File: config.mk
export PLATFORM = sky130hd
export DESIGN_NAME = circle_outline_pixel_gen
export DESIGN_NICKNAME = d
export VERILOG_FILES = /design/src/rtl/circ_pkg.sv /design/src/rtl/circ_front.sv /design/src/rtl/circ_queue.sv /design/src/rtl/circ_back.sv /design/src/rtl/circle_outline_pixel_gen.sv
export VERILOG_INCLUDE_DIRS = /design/src /design/src/rtl
export SDC_FILE = /design/constraint.sdc
export NUM_CORES = 1
export LEC_CHECK = 0
export ABC_CLOCK_PERIOD_IN_PS = 10550
export BUFFER_PORTS_ARGS = -buffer_cell sky130_fd_sc_hd__buf_2
export CORE_ASPECT_RATIO = 1.75
export CORE_MARGIN = 3
export CORE_UTILIZATION = 55
export CTS_CLUSTER_DIAMETER = 100
export CTS_CLUSTER_SIZE = 24
export DETAILED_ROUTE_END_ITERATION = 8
export PLACE_DENSITY = 0.75
export RECOVER_POWER = 50
export SLEW_MARGIN = 20
export SYNTH_ARGS = -nofsm -noshare
export SYNTH_HDL_FRONTEND = slang
export SYNTH_SLANG_ARGS = --single-unit
export TNS_END_PERCENT = 1
File: constraint.sdc
create_clock -name aclk -period 10.55 [get_ports aclk]
set_input_delay 0.5275 -clock aclk [delete_from_list [all_inputs] [get_ports aclk]]
set_output_delay 0.5275 -clock aclk [all_outputs]
set_load 0.005 [all_outputs]
File: src/rtl/assert_macros.svh
// assertion macros shared by the circle outline rtl
`ifndef ASSERT_MACROS_SVH
`define ASSERT_MACROS_SVH

// same-cycle implication, held off while reset is low
`define ASSERT_IMPL(lbl, clk, rstn, ante, cons, msg) \
    lbl: assert property (@(posedge clk) disable iff (!rstn) (ante) |-> (cons)) \
        else $error(msg);

// next-cycle implication, held off while reset is low
`define ASSERT_NEXT(lbl, clk, rstn, ante, cons, msg) \
    lbl: assert property (@(posedge clk) disable iff (!rstn) (ante) |=> (cons)) \
        else $error(msg);

`endif

File: src/rtl/circ_pkg.sv
// shared types, constants and the square root step for the circle outline generator
`default_nettype none

package circ_pkg;

    localparam logic [6:0] RADIUS_MAX = 7'd127;

    localparam int COORD_W = 10;
    localparam int SQ_W    = 15;
    localparam int D_W     = 8;
    localparam int SQ_STEPS = 7;

    localparam int QDEPTH = 4;
    localparam int QPTR_W = 2;
    localparam int QCNT_W = 3;

    localparam logic [1:0] FIRST_PHASE = 2'd0;
    localparam logic [1:0] LAST_PHASE  = 2'd3;

    localparam logic ACT_ALONG_X = 1'b0;

    // one request as it comes in
    typedef struct packed {
        logic              action;
        logic [7:0]        center_x;
        logic [7:0]        center_y;
        logic [6:0]        radius;
        logic signed [7:0] offset;
        logic [15:0]       color;
    } circ_in_t;

    // classified request handed from front to back
    typedef struct packed {
        logic              action;
        logic [7:0]        center_x;
        logic [7:0]        center_y;
        logic signed [7:0] offset;
        logic [15:0]       color;
        logic              clamped;
        logic [D_W-1:0]    half_chord;
    } circ_job_t;

    // one emitted pixel
    typedef struct packed {
        logic signed [COORD_W-1:0] pixel_x;
        logic signed [COORD_W-1:0] pixel_y;
        logic [15:0]               pixel_color;
        logic                      clamped;
        logic                      last;
    } circ_pix_t;

    // partial state of the digit-pair square root
    typedef struct packed {
        logic [SQ_W-1:0] rem;
        logic [SQ_W-1:0] root;
    } sqrt_state_t;

    function automatic sqrt_state_t sqrt_step(input sqrt_state_t st, input logic [SQ_W-1:0] bitv);
        sqrt_state_t     nx;
        logic [SQ_W-1:0] trial;
        trial = st.root + bitv;
        if (st.rem >= trial) begin
            nx.rem  = st.rem - trial;
            nx.root = (st.root >> 1) + bitv;
        end else begin
            nx.rem  = st.rem;
            nx.root = st.root >> 1;
        end
        return nx;
    endfunction

endpackage

`default_nettype wire

File: src/rtl/circ_front.sv
// front part: radius clamp, s = r*r - o*o and a two-stage rounded square root
`default_nettype none

`include "assert_macros.svh"

module circ_front import circ_pkg::*; (
    input  wire logic      aclk,
    input  wire logic      aresetn,
    input  wire logic      in_valid,
    output logic           in_ready,
    input  wire circ_in_t  in_item,
    output logic           out_valid,
    input  wire logic      out_ready,
    output circ_job_t      out_job
);

    logic        v1_reg, v2_reg, v3_reg;
    circ_job_t   job1_reg, job2_reg, job3_reg;
    logic [SQ_W-1:0] sq1_reg;
    sqrt_state_t st2_reg;

    logic        advance;
    logic [6:0]  r_sat;
    logic [7:0]  mag;
    logic        clamp;
    logic [13:0] r_sq;
    logic [15:0] m_sq;
    logic [SQ_W-1:0] s_val;
    circ_job_t   job1_next;
    sqrt_state_t st2_next;
    sqrt_state_t st3_tmp;
    logic [D_W-1:0] dist_next;
    circ_job_t   job3_next;

    // whole pipe moves when the last stage is empty or being drained
    assign advance  = out_ready || !v3_reg;
    assign in_ready = advance;

    // stage 1: saturate radius, squares and difference
    always_comb begin
        r_sat = (in_item.radius > RADIUS_MAX) ? RADIUS_MAX : in_item.radius;
        mag   = in_item.offset[7] ? 8'(-in_item.offset) : 8'(in_item.offset);
        clamp = {1'b0, r_sat} < mag;
        r_sq  = 14'(r_sat) * 14'(r_sat);
        m_sq  = 16'(mag) * 16'(mag);
        s_val = clamp ? '0 : (SQ_W'(r_sq) - SQ_W'(m_sq));
        job1_next.action     = in_item.action;
        job1_next.center_x   = in_item.center_x;
        job1_next.center_y   = in_item.center_y;
        job1_next.offset     = in_item.offset;
        job1_next.color      = in_item.color;
        job1_next.clamped    = clamp;
        job1_next.half_chord = '0;
    end

    // stage 2: upper four root digits
    always_comb begin
        st2_next.rem  = sq1_reg;
        st2_next.root = '0;
        for (int k = SQ_STEPS - 1; k >= 3; k--) begin
            st2_next = sqrt_step(st2_next, SQ_W'(1) << (2 * k));
        end
    end

    // stage 3: lower three digits, then round to nearest
    always_comb begin
        st3_tmp = st2_reg;
        for (int k = 2; k >= 0; k--) begin
            st3_tmp = sqrt_step(st3_tmp, SQ_W'(1) << (2 * k));
        end
        dist_next = (st3_tmp.rem > st3_tmp.root) ? D_W'(st3_tmp.root + 1'b1)
                                                  : D_W'(st3_tmp.root);
        job3_next            = job2_reg;
        job3_next.half_chord = dist_next;
    end

    always_ff @(posedge aclk) begin
        if (!aresetn) begin
            v1_reg <= 1'b0;
            v2_reg <= 1'b0;
            v3_reg <= 1'b0;
        end else if (advance) begin
            v1_reg <= in_valid;
            v2_reg <= v1_reg;
            v3_reg <= v2_reg;
        end
    end

    always_ff @(posedge aclk) begin
        if (advance) begin
            job1_reg <= job1_next;
            sq1_reg  <= s_val;
            job2_reg <= job1_reg;
            st2_reg  <= st2_next;
            job3_reg <= job3_next;
        end
    end

    assign out_valid = v3_reg;
    assign out_job   = job3_reg;

    `ASSERT_IMPL(a_clamp_zero_dist, aclk, aresetn, v3_reg && job3_reg.clamped,
        job3_reg.half_chord == '0, "clamped request carries non-zero distance")

endmodule

`default_nettype wire

File: src/rtl/circ_queue.sv
// short register queue between the front and back parts
`default_nettype none

`include "assert_macros.svh"

module circ_queue import circ_pkg::*; (
    input  wire logic       aclk,
    input  wire logic       aresetn,
    input  wire logic       in_valid,
    output logic            in_ready,
    input  wire circ_job_t  in_job,
    output logic            out_valid,
    input  wire logic       out_ready,
    output circ_job_t       out_job
);

    circ_job_t          slot_reg [QDEPTH];
    logic [QPTR_W-1:0]  wr_ptr_reg, wr_ptr_next;
    logic [QPTR_W-1:0]  rd_ptr_reg, rd_ptr_next;
    logic [QCNT_W-1:0]  count_reg, count_next;
    logic               push, pop;

    assign in_ready  = count_reg != QCNT_W'(QDEPTH);
    assign out_valid = count_reg != '0;
    assign push      = in_valid && in_ready;
    assign pop       = out_valid && out_ready;
    assign out_job   = slot_reg[rd_ptr_reg];

    always_comb begin
        wr_ptr_next = push ? wr_ptr_reg + 1'b1 : wr_ptr_reg;
        rd_ptr_next = pop ? rd_ptr_reg + 1'b1 : rd_ptr_reg;
        count_next  = count_reg;
        if (push && !pop) begin
            count_next = count_reg + 1'b1;
        end else if (pop && !push) begin
            count_next = count_reg - 1'b1;
        end
    end

    always_ff @(posedge aclk) begin
        if (!aresetn) begin
            wr_ptr_reg <= '0;
            rd_ptr_reg <= '0;
            count_reg  <= '0;
        end else begin
            wr_ptr_reg <= wr_ptr_next;
            rd_ptr_reg <= rd_ptr_next;
            count_reg  <= count_next;
        end
    end

    always_ff @(posedge aclk) begin
        if (push) begin
            slot_reg[wr_ptr_reg] <= in_job;
        end
    end

    `ASSERT_IMPL(a_count_bound, aclk, aresetn, 1'b1,
        count_reg <= QCNT_W'(QDEPTH), "queue fill above depth")
    `ASSERT_IMPL(a_ptr_match, aclk, aresetn, 1'b1,
        QPTR_W'(wr_ptr_reg - rd_ptr_reg) == count_reg[QPTR_W-1:0],
        "queue pointers disagree with fill count")

endmodule

`default_nettype wire

File: src/rtl/circ_back.sv
// back part: walks the four mirrored pixels of one request into an output register
`default_nettype none

`include "assert_macros.svh"

module circ_back import circ_pkg::*; (
    input  wire logic       aclk,
    input  wire logic       aresetn,
    input  wire logic       in_valid,
    output logic            in_ready,
    input  wire circ_job_t  in_job,
    output logic            out_valid,
    input  wire logic       out_ready,
    output circ_pix_t       out_pix
);

    circ_job_t  job_reg;
    logic       job_valid_reg, job_valid_next;
    logic [1:0] phase_reg, phase_next;
    logic       out_valid_reg, out_valid_next;
    circ_pix_t  pix_reg;

    logic       load_out;
    logic       take;
    logic signed [COORD_W-1:0] cx, cy, o_ext, d_ext, a_term, b_term;
    circ_pix_t  pix_next;

    assign load_out = job_valid_reg && (!out_valid_reg || out_ready);
    assign in_ready = !job_valid_reg || (load_out && phase_reg == LAST_PHASE);
    assign take     = in_valid && in_ready;

    always_comb begin
        cx    = COORD_W'(signed'({1'b0, job_reg.center_x}));
        cy    = COORD_W'(signed'({1'b0, job_reg.center_y}));
        o_ext = COORD_W'(job_reg.offset);
        d_ext = COORD_W'(signed'({1'b0, job_reg.half_chord}));
        // high phase bit mirrors the first axis, low bit the second
        if (job_reg.action == ACT_ALONG_X) begin
            a_term = phase_reg[1] ? -o_ext : o_ext;
            b_term = phase_reg[0] ? -d_ext : d_ext;
        end else begin
            a_term = phase_reg[1] ? -d_ext : d_ext;
            b_term = phase_reg[0] ? -o_ext : o_ext;
        end
        pix_next.pixel_x     = cx + a_term;
        pix_next.pixel_y     = cy + b_term;
        pix_next.pixel_color = job_reg.color;
        pix_next.clamped     = job_reg.clamped;
        pix_next.last        = phase_reg == LAST_PHASE;
    end

    always_comb begin
        job_valid_next = job_valid_reg;
        phase_next     = phase_reg;
        out_valid_next = out_valid_reg;
        if (out_valid_reg && out_ready) begin
            out_valid_next = 1'b0;
        end
        if (load_out) begin
            out_valid_next = 1'b1;
            phase_next     = phase_reg + 1'b1;
            if (phase_reg == LAST_PHASE) begin
                job_valid_next = 1'b0;
            end
        end
        if (take) begin
            job_valid_next = 1'b1;
            phase_next     = FIRST_PHASE;
        end
    end

    always_ff @(posedge aclk) begin
        if (!aresetn) begin
            job_valid_reg <= 1'b0;
            phase_reg     <= FIRST_PHASE;
            out_valid_reg <= 1'b0;
        end else begin
            job_valid_reg <= job_valid_next;
            phase_reg     <= phase_next;
            out_valid_reg <= out_valid_next;
        end
    end

    always_ff @(posedge aclk) begin
        if (take) begin
            job_reg <= in_job;
        end
        if (load_out) begin
            pix_reg <= pix_next;
        end
    end

    assign out_valid = out_valid_reg;
    assign out_pix   = pix_reg;

    `ASSERT_NEXT(a_phase_wrap, aclk, aresetn, load_out && phase_reg == LAST_PHASE,
        phase_reg == FIRST_PHASE, "phase did not wrap after fourth pixel")

endmodule

`default_nettype wire

File: src/rtl/circle_outline_pixel_gen.sv
// top level of the circle outline pixel generator: stream ports, front, queue and back
// path: the first pixel of a request passes three front stages, a queue slot and the back part's
//   job register to the output register; the other three follow back to back while m_tready stays high
// rate: the back part's four-pixel walk sets the sustained request rate;
//   the three-stage front and four-entry queue take short bursts back to back
// reset: synchronous, active low; clears valid bits, queue pointers and fill count, and the pixel phase only
`default_nettype none

module circle_outline_pixel_gen import circ_pkg::*; (
    input  wire logic        aclk,
    input  wire logic        aresetn,
    // request channel
    input  wire logic        s_tvalid,
    output logic             s_tready,
    // center_x[7:0], center_y[15:8], radius[22:16], offset[30:23], color[46:31], zero pad
    input  wire logic [47:0] s_tdata,
    // action[0]: 0 offset along x, 1 offset along y
    input  wire logic        s_tuser,
    // pixel channel
    output logic             m_tvalid,
    input  wire logic        m_tready,
    // pixel_x[9:0], pixel_y[19:10], pixel_color[35:20], zero pad
    output logic [39:0]      m_tdata,
    // clamped[0]: offset magnitude was beyond the radius
    output logic             m_tuser,
    // fourth pixel of the request
    output logic             m_tlast
);

    circ_in_t  req;
    circ_job_t front_job, queue_job;
    circ_pix_t pix;
    logic      front_valid, front_ready;
    logic      queue_valid, queue_ready;

    // unpack the request fields
    always_comb begin
        req.action   = s_tuser;
        req.center_x = s_tdata[7:0];
        req.center_y = s_tdata[15:8];
        req.radius   = s_tdata[22:16];
        req.offset   = s_tdata[30:23];
        req.color    = s_tdata[46:31];
    end

    // front: clamp, squared distance and rounded root
    circ_front u_front (
        .aclk      (aclk),
        .aresetn   (aresetn),
        .in_valid  (s_tvalid),
        .in_ready  (s_tready),
        .in_item   (req),
        .out_valid (front_valid),
        .out_ready (front_ready),
        .out_job   (front_job)
    );

    // queue lets the front run ahead while the back walks pixels
    circ_queue u_queue (
        .aclk      (aclk),
        .aresetn   (aresetn),
        .in_valid  (front_valid),
        .in_ready  (front_ready),
        .in_job    (front_job),
        .out_valid (queue_valid),
        .out_ready (queue_ready),
        .out_job   (queue_job)
    );

    // back: four mirrored pixels per request, registered output
    circ_back u_back (
        .aclk      (aclk),
        .aresetn   (aresetn),
        .in_valid  (queue_valid),
        .in_ready  (queue_ready),
        .in_job    (queue_job),
        .out_valid (m_tvalid),
        .out_ready (m_tready),
        .out_pix   (pix)
    );

    // pack the pixel fields
    assign m_tdata = {4'b0000, pix.pixel_color, pix.pixel_y, pix.pixel_x};
    assign m_tuser = pix.clamped;
    assign m_tlast = pix.last;

endmodule

`default_nettype wire
==> After elaboration in Yosys (flattened, before gate mapping) <==
Memories as Yosys holds them, arrays and structs flattened. A register that Yosys moved wholly into a read port is not among the register bits.
Cells that the tools add are included.
Widths: inputs -> output; s select.
{ "totals": {"ramBits": 200, "ff_bits": 231, "inputBits": 53, "elab_cells": 131, "memories": 1, "out_inout_bits": 44} }
{ "op_classes": {"addsub": 31, "n_mux": 25, "magnitude_cmp": 10, "mul": 2, "n_reduce_logical": 22, "bitwise_logic": 1, "n_eq_ne": 2} }
{ "mem_list": {"columns": ["memory", "depth", "width", "rd", "rd_clocked_by_memory_dff", "wr", "line_no", "text"], "rows": [
  ["u_queue.slot_reg", 4, 50, 1, 1, 1, "circ_queue.sv:17", "circ_job_t slot_reg [QDEPTH];"]
]} }
{ "ops": {"columns": ["op", "count"], "rows": [
  ["$mux 30", 7],
  ["$ge 15x15->1", 6],
  ["$sub 15x15->15", 6],
  ["$mux 10", 6],
  ["$add 9x10->10", 2],
  ["$neg 8->10", 2],
  ["$mux 8", 2],
  ["$add 14x1->15 const B", 1],
  ["$add 14x11->15 const B", 1],
  ["$add 14x3->15 const B", 1],
  ["$add 14x5->15 const B", 1],
  ["$add 14x7->15 const B", 1],
  ["$add 14x9->15 const B", 1],
  ["$add 15x1->15 const B", 1],
  ["$add 15x11->15 const B", 1],
  ["$add 15x3->15 const B", 1],
  ["$add 15x5->15 const B", 1],
  ["$add 15x7->15 const B", 1],
  ["$add 15x9->15 const B", 1],
  ["$ge 15x13->1 const B", 1],
  ["$gt 15x15->1", 1],
  ["$mul 8x8->15", 1],
  ["$sub 14x15->15", 1],
  ["$sub 15x13->15 const B", 1],
  ["other kinds (21)", 45]
]} }

==> Logic depth before layout (Yosys ltp) <==
{ "depth": {"depth_word": 11, "mapped_depth": 44} }

==> Hierarchy <==
From an unflattened synthesis, not the netlist that was laid out.
{ "hier_totals": {"cells_unflattened": 1645, "area_unflattened_um2": 23801.6} }
{ "modules_own_cells": {"columns": ["mod", "area_each_um2", "cells_per_inst", "instances", "seq_area_each_um2"], "rows": [
  ["circ_front", 11492.3, 1009, 1, 5104.9],
  ["circ_queue", 7767.4, 310, 1, 6185.9],
  ["circ_back", 4508.1, 321, 1, 2722.6],
  ["circle_outline_pixel_gen", 33.8, 5, 1, 0.0]
]} }

==> Worst setup path before layout <==
No wires, ideal clock.
{ "synth_timing": {"kind": "register -> register", "from": "register u_front.st2_reg[8] (netlist name)", "to": "register u_front.job3_reg (netlist bit u_front.out_job[6]), data pin", "period_less_slack_ns": 8.021, "path_stages_with_launch": 45, "arrival_time_ns": 7.763, "slack_ns": 2.529, "path_cell_list": "edfxtp_1 inv_1 ha_1 buf_2 a21o_1 a211oi_4 nand2_4 clkbuf_1 nor2_1 a21oi_1 ha_1 clkbuf_1 a211oi_1 o21ai_0 a31oi_1 o2111ai_1 or4_1 buf_6 [9 not listed] o2111ai_2 nor3_4 inv_4 nor2_1 a21oi_1 ha_1 nor2b_1 o21a_1 o21ai_0 nand2b_1 a21oi_1 nor2b_1 o21ai_0 nand2b_1 o211ai_2 o2111ai_4 nand4_1 xnor2_1"} }
{ "synth_via": {"elab_chain_cells": 11} }
{ "synth_lines": {"columns": ["item", "line_no", "text"], "rows": [
  ["from (decl)", "circ_front.sv:20", "sqrt_state_t st2_reg;"],
  ["from (signal assigned)", "circ_front.sv:94", "st2_reg <= st2_next;"],
  ["$add 15x5->15", "circ_pkg.sv:61", "trial = st.root + bitv;"],
  ["$ge 15x15->1", "circ_pkg.sv:62", "if (st.rem >= trial) begin"],
  ["$mux 30 *", "circ_pkg.sv:62", null],
  ["$add 15x3->15", "circ_pkg.sv:61", null],
  ["$ge 15x15->1", "circ_pkg.sv:62", null],
  ["$mux 30 *", "circ_pkg.sv:62", null],
  ["$add 15x1->15", "circ_pkg.sv:61", null],
  ["$sub 15x15->15 / $ge 15x15->1 (equally long branches)", "circ_pkg.sv:63, circ_pkg.sv:62", null],
  ["$mux 30 *", "circ_pkg.sv:62", null],
  ["$gt 15x15->1 / $add 8x1->8 (equally long branches)", "circ_front.sv:71", "dist_next = (st3_tmp.rem > st3_tmp.root) ? D_W'(st3_tmp.root + 1'b1)"],
  ["$mux 8 *", "circ_front.sv:71", null],
  ["named net u_front.dist_next[6]", "circ_front.sv:32", "logic [D_W-1:0] dist_next;"],
  ["to (signal assigned)", "circ_front.sv:95", "job3_reg <= job3_next;"],
  ["to (decl)", "circ_front.sv:18", "circ_job_t job1_reg, job2_reg, job3_reg;"]
]} }
Mark *: on every way through the listed nets, which the timed path passes. The rest lies on a longest branch.
A chain may end at the register's enable or synchronous reset.

==> Worst setup path in the final report <==
Same ends and word-level chain as after synthesis.

==> impl_metrics.ini <==
[clock_tree]
cts_setup_buffers = 0
clock_latency_ns = 0.56
cts_buffers = 23
postCtsHoldBufs = 0
ctsRootBufferMaster = clkbuf_16
cts_buffer_depth = 3
clk_pin_slew_ns = 0.09
htreeDepth = 1
cts_sinks = 470
cts_tree = built
post_cts_resize_count = 0

[sta]
fin_crit_sh = 0.906
setup_slack_ns = 0.991
worstMarginPinSlew_ns = 2.71
hold_viol = 0
rsz0062_at_grt = false
post-route-min-period_ns = 9.56
maxSlewHeadroom = -0.809
final.setup.tns_ns = 0
finClkSkew_ns = 0.0211
slew_viol_final = 138
fmax_mhz = 105
setup-violations-final = 0

[routing]
drt-initial-drc-count = 652
via_per_inst = 5.63
drc = 0
wl_microns = 43400
wl_met2_microns = 24700
antenna_left = 0
top_layer = met4
post_drt_wl_per_cell_microns = 19.1
wl_met1_microns = 15500
met3_wirelength_microns = 1460
dr.pass1.iters = 5
vias = 12800

[grt]
first_global_vias = 13700
antenna_found_initial = 0
grt_pass1_wl_microns = 70600
grtUsageTotal = 0.196
overflow = 0
grt_max_degree = 79

[floorplanning]
start_util = 0.560
rows = 99
dieHeight_microns = 279
fp.dieW_microns = 162
io_pins = 97
core_area_sq_mm = 0.0419
dieArea_sq_mm = 0.0452

[logic_synthesis]
synthTopCellsByCount = edfxtp_1 (456), inv_1 (170), ha_1 (128), nand2_1 (84), nor2_1 (83)
yosysTopAreaCellShare = 0.584
syn_area_sq_mm = 0.0234
ys.flop_type = edfxtp_1
synth-seq-cells = 470
yosys.cell_count.top_type = edfxtp_1
yosysUniqueCellTypes = 84
synth_edf_count = 456
ys_seq_area_frac = 0.596
yosysWarnings = 0
async_reset_ff_frac = 0
synthCells = 1618
synth_area_leaders = edfxtp_1 (58%), ha_1 (6.8%), fa_1 (5.8%), mux4_2 (5.6%), inv_1 (2.7%)
synth_top_area_cell = edfxtp_1
avgSynthCellArea_sq_um = 14.5

[setup_path]
crit_path_end_kind = flip-flop
critPathArrivalTime_ns = 9.85
crit_slowest_cell = a211oi_4
crit_path_frequent_cell = ha_1
startpoint_type = flip-flop
crit_type = flip-flop to flip-flop
cp_slowest_stage_delay_ns = 0.51
required_ns = 10.85
critPathMaxFanout = 18

[placed_design]
dp_slack_ns = 1.07
numPortBuffers = 91
place_congestion = 0.882
dp_hpwl_microns = 31000

[finish]
drive_gt1_frac = 0.121
area_growth_pct = 7.18
n_antenna_cell = 0
final_net_count = 1961
largest_reg_flops = 200

[worst_hold_path]
min-delay-path-class = primary input to flip-flop

[flow_run]
max-cap-violations = 3

[outcome]
violations = max-capacitance violations, max-slew violations
outcome = complete, but fails checks
worst max-delay path: cells and delay by family (launching register included):
family	cells	cell delay [ns]
mux	1	0.41
compound gates	14	3.35
simple gates	14	2.46
buf+inv	5	0.95
flops	1	0.45
fa+ha+maj	4	1.41
xor+xnor	2	0.25
logic make-up after synthesis:
group                      Yosys count  share of synthesized area
DFF                                470                      0.596
and+or+nand+nor                    330                     0.0719
AOI/OAI and AO/OA                  220                     0.0636
buffers and inverters              218                     0.0368
adders and majority gates          196                      0.126
xor gates and xnor gates            91                     0.0340
muxes                               91                     0.0709
other                                2                   0.000320
path summary, 6_finish.rpt:
| check | startpoint | endpoint | slack [ns] | depth (start not counted) |
|---|---|---|---|---|
| setup / recovery | u_front.st2_reg[8]$_DFFE_PP_ | u_front.out_job[6]$_DFFE_PP_ | 0.99 | 40 |
| hold / removal | s_tdata[3] | u_front.job1_reg[44]$_DFFE_PP_ | 0.14 | 1 |
| setup reg to reg | u_front.st2_reg[8]$_DFFE_PP_ | u_front.out_job[6]$_DFFE_PP_ | 0.99 | 40 |
| hold reg to reg | u_front.job1_reg[47]$_DFFE_PP_ | u_front.job2_reg[47]$_DFFE_PP_ | 0.42 | 0 |
through the flow:
step,hold slack (ns),util,cell area [sq um],cells
2_1_floorplan,0.400,-,23500,1628
3_3_place_gp,0.400,0.586,24500,2242
3_5_place_dp,0.405,0.586,24500,2242
4_1_cts,0.107,0.601,25200,2277
5_1_grt,0.109,0.600,25100,2277
6_report,0.140,0.600,25100,2277
layout make-up:
| cell class | instances | area, sq um |
|---|---|---|
| clock buffers | 33 | 614 |
| multi-input cells | 940 | 8650 |
| inverters | 174 | 662 |
| fillers | 3288 | 16700 |
| well taps | 555 | 694 |
| repair buffers | 103 | 510 |
| flip-flops and latches | 470 | 14000 |
| clock inverters | 2 | 20.0 |
metal layers:
layer  vias up  global-route usage
li1       6061                   -
met1      6404               0.213
met2       271               0.386
met3        92              0.0193
met4         0              0.0792
met5         -                   0
cells in the final DEF (no fill, tap or decap), types with 4 or more instances in the layout:
cell type / synthesis / layout
mux2i_1: 22 / 22
xnor2_1: 64 / 64
and2_2: 0 / 4
buf_2: 3 / 66
o21a_1: 11 / 11
a21boi_0: 5 / 6
dfxtp_1: 14 / 13
o21ai_0: 47 / 47
or3_1: 13 / 13
clkbuf_1: 25 / 35
buf_4: 5 / 11
inv_1: 170 / 168
nor2_1: 83 / 83
ha_1: 128 / 128
o21ai_1: 9 / 9
a21o_1: 16 / 16
edfxtp_1: 456 / 456
nand2_1: 84 / 84
or4_1: 6 / 6
clkbuf_16: 0 / 23
nor3_1: 15 / 15
nand2b_1: 12 / 12
nand4_1: 12 / 12
or2_2: 4 / 4
mux2_2: 10 / 10
nand3_1: 16 / 16
and2_1: 23 / 19
a211oi_1: 6 / 6
o21bai_1: 14 / 14
nor2b_1: 19 / 19
o2111ai_1: 4 / 4
fa_1: 68 / 68
o31ai_1: 6 / 6
and3_1: 6 / 6
a31oi_1: 7 / 7
nor4_1: 13 / 13
conb_1: 2 / 12
a21oi_1: 61 / 61
mux4_2: 58 / 58
xor2_1: 27 / 27
Power is left out: the tool's default activity adds up to more than one toggle a clock period on the data nets, which glitch-free logic cannot reach.
